**src/sfr_pkg.sv**
```systemverilog
package sfr_pkg;

    localparam int PATTERN_MAX = 8;
    localparam int MAX_RES     = 8;
    localparam int QUEUE_DEPTH = 16;

    localparam int W_ACT   = $clog2(PATTERN_MAX + 1);
    localparam int W_N     = $clog2(MAX_RES + 1);
    localparam int W_LIDX  = $clog2(MAX_RES);
    localparam int W_CNT   = $clog2(QUEUE_DEPTH + 1);

    typedef enum logic [1:0] {
        CFG_PATTERN  = 2'd0,
        CFG_PAT_LEN  = 2'd1,
        CFG_REPL     = 2'd2,
        CFG_REPL_LEN = 2'd3
    } t_cfg_idx;

    typedef struct packed {
        logic [7:0]  out_byte;
        logic        out_valid;
        logic        out_last;
        logic [15:0] match_total;
    } t_entry;

    typedef struct packed {
        logic en;
        logic shift;
    } t_win_ctl;

endpackage

```
**src/stream_find_replace.sv**
```systemverilog
// Streaming find-and-replace: every leftmost, non-overlapping occurrence of the
// configured pattern (up to 8 bytes) is replaced by the configured replacement
// (0 to 8 bytes); i_in_last ends a string, and the final result of each string
// carries the saturating match count (a bare result with o_out_valid low if the
// string ends with nothing left to send). Pending bytes sit in a row of window
// cells that each compare their byte against one pattern byte, so an item is
// taken every cycle in which the queue holds 8 or fewer results. Each item
// produces 0 to 8 results that go into a 16-entry output queue drained one
// result per cycle; throughput is one item per cycle while items average at
// most one result, and otherwise is set by the output port at one result per
// cycle. Configuration writes are always taken; write only while the block is
// idle. A pattern length change takes effect once the window is empty.
module stream_find_replace
    import sfr_pkg::*;
(
    input  logic        i_clk,
    input  logic        i_rst_n,
    // configuration
    input  logic        i_cfg_valid,
    output logic        o_cfg_ready,
    input  logic [1:0]  i_cfg_index,
    input  logic [63:0] i_cfg_data,
    // input items
    input  logic        i_in_valid,
    output logic        o_in_ready,
    input  logic [7:0]  i_in_byte,
    input  logic        i_in_last,
    // result items
    output logic        o_res_valid,
    input  logic        i_res_ready,
    output logic [7:0]  o_out_byte,
    output logic        o_out_valid,
    output logic        o_out_last,
    output logic [15:0] o_match_total
);

    logic [63:0]      r_pat;
    logic [3:0]       r_pat_len;
    logic [63:0]      r_repl;
    logic [3:0]       r_repl_len;

    logic [W_ACT-1:0] r_fill, n_fill;
    logic [W_ACT-1:0] r_act, n_act;
    logic [15:0]      r_match, n_match;
    logic [W_CNT-1:0] r_cnt, n_cnt;

    logic             acc;
    logic             pop;
    logic [W_ACT-1:0] act;
    logic [W_ACT-1:0] pat_cap;
    logic [3:0]       repl_cap;
    logic             full;
    logic             match;
    logic [15:0]      match_inc;
    logic [W_N-1:0]   n_res;
    logic [W_CNT-1:0] base;
    t_win_ctl         win_ctl;

    logic [7:0]       eff [PATTERN_MAX];
    logic [PATTERN_MAX-1:0] eq;
    logic [PATTERN_MAX-1:0] care;
    logic [7:0]       eff_ext [MAX_RES];
    t_entry           list [MAX_RES];
    t_entry           q_entry [QUEUE_DEPTH];

    assign o_cfg_ready = 1'b1;

    always_ff @(posedge i_clk) begin
        if (!i_rst_n) begin
            r_pat      <= '0;
            r_pat_len  <= '0;
            r_repl     <= '0;
            r_repl_len <= '0;
        end else if (i_cfg_valid) begin
            unique case (t_cfg_idx'(i_cfg_index))
                CFG_PATTERN:  r_pat      <= i_cfg_data;
                CFG_PAT_LEN:  r_pat_len  <= i_cfg_data[3:0];
                CFG_REPL:     r_repl     <= i_cfg_data;
                CFG_REPL_LEN: r_repl_len <= i_cfg_data[3:0];
            endcase
        end
    end

    assign o_in_ready  = (r_cnt <= W_CNT'(QUEUE_DEPTH - MAX_RES));
    assign acc         = i_in_valid && o_in_ready;
    assign o_res_valid = (r_cnt != '0);
    assign pop         = o_res_valid && i_res_ready;

    assign pat_cap  = (r_pat_len > 4'(PATTERN_MAX)) ? W_ACT'(PATTERN_MAX)
                                                     : W_ACT'(r_pat_len);
    assign repl_cap = (r_repl_len > 4'(MAX_RES)) ? 4'(MAX_RES) : r_repl_len;
    // length is latched only when the window starts empty
    assign act      = (r_fill == '0) ? pat_cap : r_act;
    assign full     = (act != '0) && (W_ACT'(r_fill + 1'b1) == act);
    assign match    = full && (&(eq | ~care));
    assign match_inc = (r_match != 16'hFFFF) ? r_match + 16'd1 : r_match;

    assign win_ctl.en    = acc;
    assign win_ctl.shift = full && !match;

    for (genvar k = 0; k < PATTERN_MAX; k++) begin : g_win
        logic [7:0] next_eff;
        if (k == PATTERN_MAX - 1) begin : g_end
            assign next_eff = 8'h00;
        end else begin : g_mid
            assign next_eff = eff[k+1];
        end
        assign care[k] = (W_ACT'(k) < act);
        sfr_win_cell u_cell (
            .i_clk      (i_clk),
            .i_ctl      (win_ctl),
            .i_sel      (r_fill == W_ACT'(k)),
            .i_byte     (i_in_byte),
            .i_pat      (r_pat[8*k +: 8]),
            .i_next_eff (next_eff),
            .o_eff      (eff[k]),
            .o_eq       (eq[k])
        );
    end

    for (genvar j = 0; j < MAX_RES; j++) begin : g_ext
        if (j < PATTERN_MAX) begin : g_win_b
            assign eff_ext[j] = eff[j];
        end else begin : g_zero
            assign eff_ext[j] = 8'h00;
        end
    end

    // results caused by the current item
    always_comb begin
        logic [W_N-1:0] n_raw;
        logic [15:0]    total;
        n_raw = '0;
        if (act == '0) begin
            n_raw = W_N'(1);
        end else if (match) begin
            n_raw = W_N'(repl_cap);
        end else if (i_in_last) begin
            n_raw = W_N'(r_fill) + W_N'(1);
        end else if (full) begin
            n_raw = W_N'(1);
        end
        total = match ? match_inc : r_match;
        // string ends with nothing to send: one bare end marker
        n_res = (i_in_last && n_raw == '0) ? W_N'(1) : n_raw;
        for (int j = 0; j < MAX_RES; j++) begin
            if (n_raw == '0) begin
                list[j].out_byte  = 8'h00;
                list[j].out_valid = 1'b0;
            end else if (act == '0) begin
                list[j].out_byte  = i_in_byte;
                list[j].out_valid = 1'b1;
            end else if (match) begin
                list[j].out_byte  = r_repl[8*j +: 8];
                list[j].out_valid = 1'b1;
            end else begin
                list[j].out_byte  = eff_ext[j];
                list[j].out_valid = 1'b1;
            end
            list[j].out_last    = i_in_last && (W_N'(j) == n_res - W_N'(1));
            list[j].match_total = list[j].out_last ? total : 16'h0000;
        end
    end

    always_comb begin
        n_fill  = r_fill;
        n_act   = r_act;
        n_match = r_match;
        if (acc) begin
            n_act = act;
            if (i_in_last) begin
                n_fill  = '0;
                n_match = '0;
            end else if (match) begin
                n_fill  = '0;
                n_match = match_inc;
            end else if (act != '0 && !full) begin
                n_fill = W_ACT'(r_fill + 1'b1);
            end
        end
    end

    assign base  = r_cnt - W_CNT'(pop);
    assign n_cnt = base + (acc ? W_CNT'(n_res) : W_CNT'(0));

    for (genvar k = 0; k < QUEUE_DEPTH; k++) begin : g_q
        logic [W_CNT-1:0] off;
        logic             wr;
        t_entry           next_e;
        assign off = W_CNT'(k) - base;
        assign wr  = acc && (W_CNT'(k) >= base) && (off < W_CNT'(n_res));
        if (k == QUEUE_DEPTH - 1) begin : g_end
            assign next_e = q_entry[k];
        end else begin : g_mid
            assign next_e = q_entry[k+1];
        end
        sfr_out_cell u_cell (
            .i_clk   (i_clk),
            .i_pop   (pop),
            .i_wr    (wr),
            .i_new   (list[off[W_LIDX-1:0]]),
            .i_next  (next_e),
            .o_entry (q_entry[k])
        );
    end

    assign o_out_byte    = q_entry[0].out_byte;
    assign o_out_valid   = q_entry[0].out_valid;
    assign o_out_last    = q_entry[0].out_last;
    assign o_match_total = q_entry[0].match_total;

    always_ff @(posedge i_clk) begin
        if (!i_rst_n) begin
            r_fill  <= '0;
            r_act   <= '0;
            r_match <= '0;
            r_cnt   <= '0;
        end else begin
            r_fill  <= n_fill;
            r_act   <= n_act;
            r_match <= n_match;
            r_cnt   <= n_cnt;
        end
    end

`ifndef SYNTHESIS
    a_fill_below_len: assert property (@(posedge i_clk) disable iff (!i_rst_n)
        r_fill == '0 || r_fill < r_act)
        else $error("window fill reached pattern length");

    a_queue_bound: assert property (@(posedge i_clk) disable iff (!i_rst_n)
        r_cnt <= W_CNT'(QUEUE_DEPTH))
        else $error("output queue overflow");

    a_last_clears: assert property (@(posedge i_clk) disable iff (!i_rst_n)
        (i_in_valid && o_in_ready && i_in_last) |=> (r_fill == '0 && r_match == '0))
        else $error("string end did not clear window and count");

    a_accept_room: assert property (@(posedge i_clk) disable iff (!i_rst_n)
        (i_in_valid && o_in_ready) |=> (r_cnt != '0 || !$past(i_in_last)))
        else $error("last item produced no result");
`endif

endmodule

```
**src/sfr_win_cell.sv**
```systemverilog
module sfr_win_cell
    import sfr_pkg::*;
(
    input  logic       i_clk,
    input  t_win_ctl   i_ctl,
    input  logic       i_sel,
    input  logic [7:0] i_byte,
    input  logic [7:0] i_pat,
    input  logic [7:0] i_next_eff,
    output logic [7:0] o_eff,
    output logic       o_eq
);

    logic [7:0] r_byte;
    logic [7:0] n_byte;

    // the incoming byte lands in the cell that sits at the fill position
    assign o_eff = i_sel ? i_byte : r_byte;
    assign o_eq  = (o_eff == i_pat);

    always_comb begin
        n_byte = r_byte;
        if (i_ctl.en) begin
            n_byte = i_ctl.shift ? i_next_eff : o_eff;
        end
    end

    always_ff @(posedge i_clk) begin
        r_byte <= n_byte;
    end

endmodule

```
**src/sfr_out_cell.sv**
```systemverilog
module sfr_out_cell
    import sfr_pkg::*;
(
    input  logic   i_clk,
    input  logic   i_pop,
    input  logic   i_wr,
    input  t_entry i_new,
    input  t_entry i_next,
    output t_entry o_entry
);

    t_entry r_entry;
    t_entry n_entry;

    always_comb begin
        n_entry = r_entry;
        if (i_wr) begin
            n_entry = i_new;
        end else if (i_pop) begin
            n_entry = i_next;
        end
    end

    always_ff @(posedge i_clk) begin
        r_entry <= n_entry;
    end

    assign o_entry = r_entry;

endmodule
```
**config.mk**
```make
export PLATFORM = sky130hd
export DESIGN_NAME = stream_find_replace
export DESIGN_NICKNAME = d
export VERILOG_FILES = /design/src/sfr_pkg.sv /design/src/stream_find_replace.sv /design/src/sfr_win_cell.sv /design/src/sfr_out_cell.sv
export SDC_FILE = /design/constraint.sdc
export NUM_CORES = 1
export LEC_CHECK = 0
export ABC_AREA = 1
export BUFFER_PORTS_ARGS = -buffer_cell sky130_fd_sc_hd__clkbuf_2
export CORE_UTILIZATION = 50
export CTS_CLUSTER_SIZE = 8
export DETAILED_ROUTE_END_ITERATION = 7
export PLACE_DENSITY = 0.69
export SLEW_MARGIN = 0
export SYNTH_ARGS = -nofsm -noshare
export SYNTH_HDL_FRONTEND = slang
export SYNTH_SLANG_ARGS = --single-unit
```
**constraint.sdc**
```tcl
create_clock -name i_clk -period 7.35 [get_ports i_clk]
set_input_delay 1.1025 -clock i_clk [delete_from_list [all_inputs] [get_ports i_clk]]
set_output_delay 1.1025 -clock i_clk [all_outputs]
set_load 0.1 [all_outputs]
```
==> impl_metrics.py, run 1 <==
metrics = {
    "outcome": {
        "status": "completed",
    },
    "clocking": {
        "clockRootBuffer": "clkbuf_16",
        "h-tree-depth": 3,
        "cts_sinks": 645,
        "cts.reportedPaths.clkPinSlew_ns": 0.06,
        "cts_tree": "built",
        "ctsResizeCount": 0,
        "hold_buffers": 0,
        "post_cts_buffers": 0,
        "cts_buffers": 91,
        "clock_path_buffers": 3,
        "worstSkewPairLatency_ns": 0.67,
    },
    "route": {
        "ant_nets": 0,
        "drc": 0,
        "vias": 32100,
        "wirelength_um": 118000,
        "wl_per_cell_um": 22.2,
        "via_per_inst": 6.04,
        "dr.pass1.iters": 7,
        "first_iter_violations": 4458,
    },
    "critical_path": {
        "reg2reg_setup_slack_ns": 0.77,
        "critPathCaptureType": "register",
        "startpoint_type": "register",
        "worst_r2r_path_depth": 22,
        "cp.required_ns": 7.75,
        "crit_fanout": 38,
        "timing.rr.start": "r_fill[0]",
        "cp.arrival_ns": 6.99,
        "criticalPathCategory": "register to register",
        "r2r-end": "g_q[11].u_cell.o_entry[10]",
    },
    "grt": {
        "gr-max-usage-layer": "met2",
        "antenna_found_initial": 0,
        "grt_pass1_wl_um": 178000,
        "use_met2_pct": 49.5,
        "gr-usage-met3_pct": 6.16,
        "track_usage_pct": 32.9,
        "grt_max_degree": 115,
        "met1_usage_pct": 47.5,
        "first_global_vias": 28700,
        "overflow": 0,
    },
    "floorplanning": {
        "io_pins": 109,
        "start_util_pct": 50.5,
        "rows": 97,
        "die-area_um2": 71900,
        "fp.dieW_um": 268,
        "coreArea_um2": 70000,
        "die_h_um": 268,
    },
    "synthesis": {
        "syn-num-nets": 4512,
        "netlist.area_leader.share_pct": 40.7,
        "yosys.area.top_type": "edfxtp_1",
        "ys_ff_latch": 645,
        "yosysWarnings": 0,
        "synth-main-ff-cell": "edfxtp_1",
        "ys_seq_area_share_pct": 50.1,
        "synth_edf_count": 480,
        "synth_area_um2": 35400,
        "synth_cells": 4374,
        "syn_avg_cell_area_um2": 8.09,
        "synth.most_common_cell": "nand2_1",
        "ys_top_cells_by_area": "edfxtp_1, nand2_1, dfxtp_1",
        "async_flop_share_pct": 0,
        "synthTopCellsByCount": "nand2_1, edfxtp_1, nand3_1, inv_1, nand4_1",
        "synth_cell_types": 57,
    },
    "sta": {
        "hold_viol": 0,
        "max-slew-margin-rel_pct": 15.6,
        "slew_viol_final": 0,
        "finalSetupViolations": 0,
        "period_share_pct": 89.5,
        "finalClockSkew_ns": 0.0647,
        "timing.fmax_mhz": 152,
        "rsz0062_at_grt": "false",
        "fin_crit_ns": 6.58,
        "fin_setup_tns_ns": 0,
        "tightest_slew_ns": 1.26,
    },
    "final_layout": {
        "fin_nets": 4476,
        "syn_to_final_growth_pct": 9.81,
        "n_antenna_cell": 0,
        "final_cell_area_um2": 38900,
        "drive_gt1_share_pct": 8.19,
    },
    "placed_design": {
        "hpwl_um": 86100,
        "routabilityCongestion": 0.993,
        "place_area_um2": 36300,
        "port_buffers": 107,
    },
    "min_path": {
        "hold_end": "r_repl[58]",
        "holdPathStages": 2,
        "hold_class": "register to register",
        "min_from": "r_repl[58]",
    },
    "run": {
        "cap_violations": 0,
    },
}
per-layer routing:
metal / up-vias / wire, um
met1: 15100 / 50500
met3: 281 / 12700
li1: 15000 / -
met4: 0 / 4000
met5: - / 0
met2: 1848 / 51100
how the worst max path moves through the flow:
stage | cells past startpoint | slack [ns] | endpoint | startpoint
after detailed placement | 18 | 0.79 | g_q[13].u_cell.o_entry[8] | i_res_ready
after global placement | 18 | 0.80 | g_q[13].u_cell.o_entry[8] | i_res_ready
after floorplan | 15 | 0.15 | g_q[15].u_cell.o_entry[0] | r_cnt[1]
after global routing | 24 | 0.28 | g_q[1].u_cell.o_entry[25] | r_fill[0]
after CTS | 22 | 0.92 | g_q[11].u_cell.o_entry[8] | r_fill[0]
final | 22 | 0.77 | g_q[11].u_cell.o_entry[10] | r_fill[0]
critical path, stage by stage, from the launching register on:
cell     delay, ns
dfxtp_1       0.34
inv_1         0.21
ha_1          0.54
nand2_1       0.45
nor2_1        0.30
nand2_1       0.10
nand2_1       0.15
inv_1         0.09
nand3_2       0.15
inv_1         0.08
buf_4         0.28
nor3_1        0.32
inv_1         0.11
nand2_1       0.10
nand2_2       0.35
ha_1          0.47
nand2_1       0.05
o21ai_0       0.14
nor4_1        0.06
and2_1        0.24
inv_1         0.65
nand2_1       0.71
buf_4         0.40
cell type report:
cell class | count | area, um2
inverters | 313 | 1180
repair buffers | 178 | 1080
well taps | 940 | 1180
multi-input cells | 3109 | 15100
fillers | 6446 | 31200
clock inverters | 9 | 181
flip-flops and latches | 645 | 17700
clock buffers | 127 | 2420
state kept, by name, summed over array words and instances (netlist names):
name / cells
r_repl_len: 4
r_cnt: 5
r_repl: 64
r_fill: 4
g_q.u_cell.o_entry: 416
r_pat_len: 4
g_win.u_cell.r_byte: 64
r_match: 16
r_pat: 64
r_act: 4
kinds of logic after synthesis:
group / synth area share, %
buffers and inverters: 7.35
multiplexers: 0.0283
adder cells (fa/ha/maj): 2.07
flip-flops: 50.1
other: 0.0106
AO/OA/AOI/OAI: 10.4
XOR/XNOR: 0.816
AND/OR/NAND/NOR: 29.3
through the flow:
step / cells / util [%] / worst slack (ns) / hold WS [ns]
after floorplan: 4374 / - / 0.147 / 0.424
after global placement: 5185 / 51.8 / 0.798 / 0.433
after detailed placement: 5185 / 51.8 / 0.794 / 0.436
after CTS: 5321 / 55.5 / 0.922 / 0.445
after global routing: 5321 / 55.5 / 0.282 / 0.460
final: 5321 / 55.5 / 0.768 / 0.443
placed cells by master, fill, tap and decap left out, types with 7 or more instances in the layout:
cell / n
a21oi_1: 210
a31oi_1: 143
buf_4: 71
clkbuf_1: 35
clkbuf_16: 91
clkbuf_2: 106
clkinv_1: 9
dfxtp_1: 165
edfxtp_1: 480
ha_1: 56
inv_1: 287
inv_2: 16
nand2_1: 1330
nand2_2: 12
nand3_1: 394
nand3_2: 15
nand3b_1: 28
nand4_1: 272
nor2_1: 239
nor2_2: 12
nor3_1: 11
nor4_1: 7
o21ai_0: 265
o21ai_1: 27
xor2_1: 29
Power of run 1 is left out: the tool's default activity adds up to more than one toggle a clock period on the data nets, which glitch-free logic cannot reach.
==> run 2, diff against run 1 <==
--- a/config.mk
+++ b/config.mk
@@ -7,4 +7,5 @@
 export LEC_CHECK = 0
-export ABC_AREA = 1
+export ABC_AREA = 0
 export BUFFER_PORTS_ARGS = -buffer_cell sky130_fd_sc_hd__clkbuf_2
+export CORE_MARGIN = 8
 export CORE_UTILIZATION = 50
==> constraint.sdc (replaced) <==
create_clock -name i_clk -period 7.35 [get_ports i_clk]
set_input_delay 0 -clock i_clk [delete_from_list [all_inputs] [get_ports i_clk]]
set_output_delay 0 -clock i_clk [all_outputs]
set_load 0.1 [all_outputs]
==> run 2 against run 1 <==
  * Worst setup slack got worse by 0.40 ns
  * Synthesized cell count decreased by 16%
  * Area after synthesis increased by 4.8%
  * Cell area grew 9.0%
  * Clock skew shrank 0.019 ns
  * Maximum frequency fell by 5.7%
  * Count of clock-buffer cells in the layout fell by 6
  * Flip-flop and latch count did not move
  * Core utilization is 1.8 points higher
  * Wire length is 1.2% lower
  * Critical endpoint is now g_q[8].u_cell.o_entry[24]
==> impl_metrics.py, run 2 <==
metrics = {
    "synthesis": {
        "ys_seq_area_share_pct": 47.8,
        "synthAdderAreaFrac_pct": 1.98,
        "ys_ff_latch": 645,
        "synth.most_common_cell": "nand2_1",
        "syn_avg_cell_area_um2": 10.1,
        "synth_area_um2": 37100,
        "yosys.area.top_type": "edfxtp_1",
        "synthTopCellsByCount": "nand2_1, edfxtp_1, clkbuf_1, o31ai_1, dfxtp_1",
        "synth_edf_count": 480,
        "synth_cell_types": 100,
        "synthMuxAreaShare_pct": 9.86,
        "yosysWarnings": 0,
        "synth_cells": 3677,
        "ys_top_cells_by_area": "edfxtp_1, dfxtp_1, nand2_1",
        "synth_top_family_by_area": "compound AO/OA/AOI/OAI gates",
        "synth-compound-area-share_pct": 19.3,
        "async_flop_share_pct": 0,
        "synth-main-ff-cell": "edfxtp_1",
        "yosys.area_share.simple_pct": 15.1,
        "synth-xor-area-share_pct": 1.75,
        "syn-num-nets": 3815,
        "netlist.area_leader.share_pct": 38.9,
    },
    "critical_path": {
        "slowest_delay_ns": 1.02,
        "critPathMostFrequentCell": "o221ai_1",
        "crit_fanout": 42,
        "cp.required_ns": 7.76,
        "cpMaxStageDelayCell": "a221oi_1",
        "startpoint_type": "register",
        "path_buf_inv": 1,
        "cp.arrival_ns": 7.39,
        "criticalPathCategory": "register to register",
        "path_cells": "ha_1, nor3b_2, o221ai_1, o22ai_1, or4b_1, or4_1, a211o_1, nor3_4, buf_4, o21ai_1, a221oi_1, mux4_2, o221ai_1, mux2_2",
        "critPathTopFamily": "compound AO/OA/AOI/OAI gates",
        "critPathCaptureType": "register",
    },
    "min_path": {
        "hold_class": "input pin to register",
    },
    "sta": {
        "max-slew-margin-rel_pct": 19.8,
        "slew_viol_final": 0,
        "rsz0062_at_grt": "false",
        "setup_ws_ns": 0.373,
        "finalSetupViolations": 0,
        "period_share_pct": 94.9,
        "fin_crit_ns": 6.98,
        "fin_setup_tns_ns": 0,
        "tightest_slew_ns": 1.20,
        "hold_viol": 0,
        "timing.fmax_mhz": 143,
        "finalClockSkew_ns": 0.0456,
    },
    "floorplanning": {
        "fp.dieW_um": 288,
        "io_pins": 109,
        "coreArea_um2": 73900,
        "die-area_um2": 83100,
        "die_h_um": 288,
        "rows": 100,
        "start_util_pct": 50.2,
    },
    "clocking": {
        "clockRootBuffer": "clkbuf_16",
        "cts_buffers": 91,
        "cts_sinks": 645,
        "cts_tree": "built",
        "worstSkewPairLatency_ns": 0.67,
        "cts.reportedPaths.clkPinSlew_ns": 0.06,
        "h-tree-depth": 3,
        "clock_path_buffers": 3,
        "post_cts_buffers": 0,
    },
    "grt": {
        "grt_pass1_wl_um": 178000,
        "grt_max_degree": 103,
        "first_global_vias": 28800,
        "antenna_found_initial": 1,
        "track_usage_pct": 27.5,
        "overflow": 0,
    },
    "run": {
        "cap_violations": 0,
    },
    "placed_design": {
        "port_buffers": 107,
        "hpwl_um": 82900,
        "dp_cells": 4586,
        "dp_slack_ns": 0.621,
        "routabilityCongestion": 0.982,
    },
    "route": {
        "wl_per_cell_um": 24.4,
        "wirelength_um": 117000,
        "drc": 0,
        "first_iter_violations": 3290,
        "ant_nets": 0,
        "dr.pass1.iters": 7,
        "vias": 30500,
        "via_per_inst": 6.36,
    },
    "final_layout": {
        "final_common_cell": "nand2_1",
        "drive_gt1_share_pct": 16.4,
        "fin_cells": 4793,
        "layout_common_cells": "nand2_1, edfxtp_1, o31ai_1",
        "fin_nets": 3924,
        "syn_to_final_growth_pct": 14.3,
        "largest_reg_flops": 416,
    },
    "pwr": {
        "p_leak_uw": 0.0157,
        "ir_drop_mv": 0.467,
        "power_density_nw_per_um2": 567,
    },
    "outcome": {
        "status": "completed",
    },
}
## run 2: cell types whose count changed after synthesis, sizes merged, moves of 136 or more
cell and delta:
o31ai +201, o21ai -170, inv -227, nand2 -567
a21boi +136, nor2 -148, nand3 -318, nand4 -264
## run 2: area by class of cell
class                   instances  area, um2
clock inverters                 9        206
multi-input cells            2647      18100
clock buffers                 121       2410
diodes                          1       2.50
fillers                      6170      31600
repair buffers                321       2470
inverters                      80        300
well taps                     969       1210
flip-flops and latches        645      17700
## run 2: path summary, 6_finish.rpt
kind / slack (ns) / from / endpoint / depth (start not counted)
max: 0.37 / r_fill[0] / g_q[8].u_cell.o_entry[24] / 14
min: 0.06 / i_in_valid / r_match[14] / 5
max reg2reg: 0.37 / r_fill[0] / g_q[8].u_cell.o_entry[24] / 14
min reg2reg: 0.46 / r_pat[17] / r_pat[17] / 2
## run 2: worst reg2reg max path, cell delays in order, from the launching register on
cell      delay, ns
dfxtp_1        0.48
ha_1           0.40
nor3b_2        0.54
o221ai_1       0.22
o22ai_1        0.18
or4b_1         0.50
or4_1          0.72
a211o_1        0.44
nor3_4         0.38
buf_4          0.49
o21ai_1        0.26
a221oi_1       1.02
mux4_2         0.45
o221ai_1       0.29
mux2_2         0.38
## run 2: per-stage QoR
step                power (uW)  hold slack [ns]  cell area (um2)  util [%]
detailed placement       19900            0.258            39000      52.7
global placement         19600            0.248            39000      52.7
finish                   24000           0.0587            42400      57.3
CTS                      23800           0.0148            42400      57.3
global route             25300           0.0303            42400      57.3
floorplan                15900            0.145            37100         -
## run 2: what timing repair did
action                                 CTS  global route
hold buffers                            76             0
gates resized for setup                  0             0
endpoints found under the hold margin  149             0
## run 2: report_power, final
group,switching [uW],internal [uW],total [uW]
clock network,1590,2280,3880
registers,584,6380,6970
logic,8590,4590,13200
## run 2: metal layers
metal / routed length, um / vias up / share of wire (%) / track usage [%]
li1: - / 13900 / - / -
met5: 17 / - / 0.015 / 0
met1: 45600 / 14700 / 39 / 35.1
met3: 10500 / 299 / 9.0 / 5.66
met2: 55300 / 1506 / 47 / 45.4
met4: 5460 / 2 / 4.7 / 11.6
## run 2: kinds of logic after synthesis
family	after synthesis
mux	257
simple gates	1259
flops	645
other cells	1
buf+inv	385
compound gates	998
xor+xnor	74
fa+ha+maj	58
Note: power is estimated with default switching activity, not from simulation.
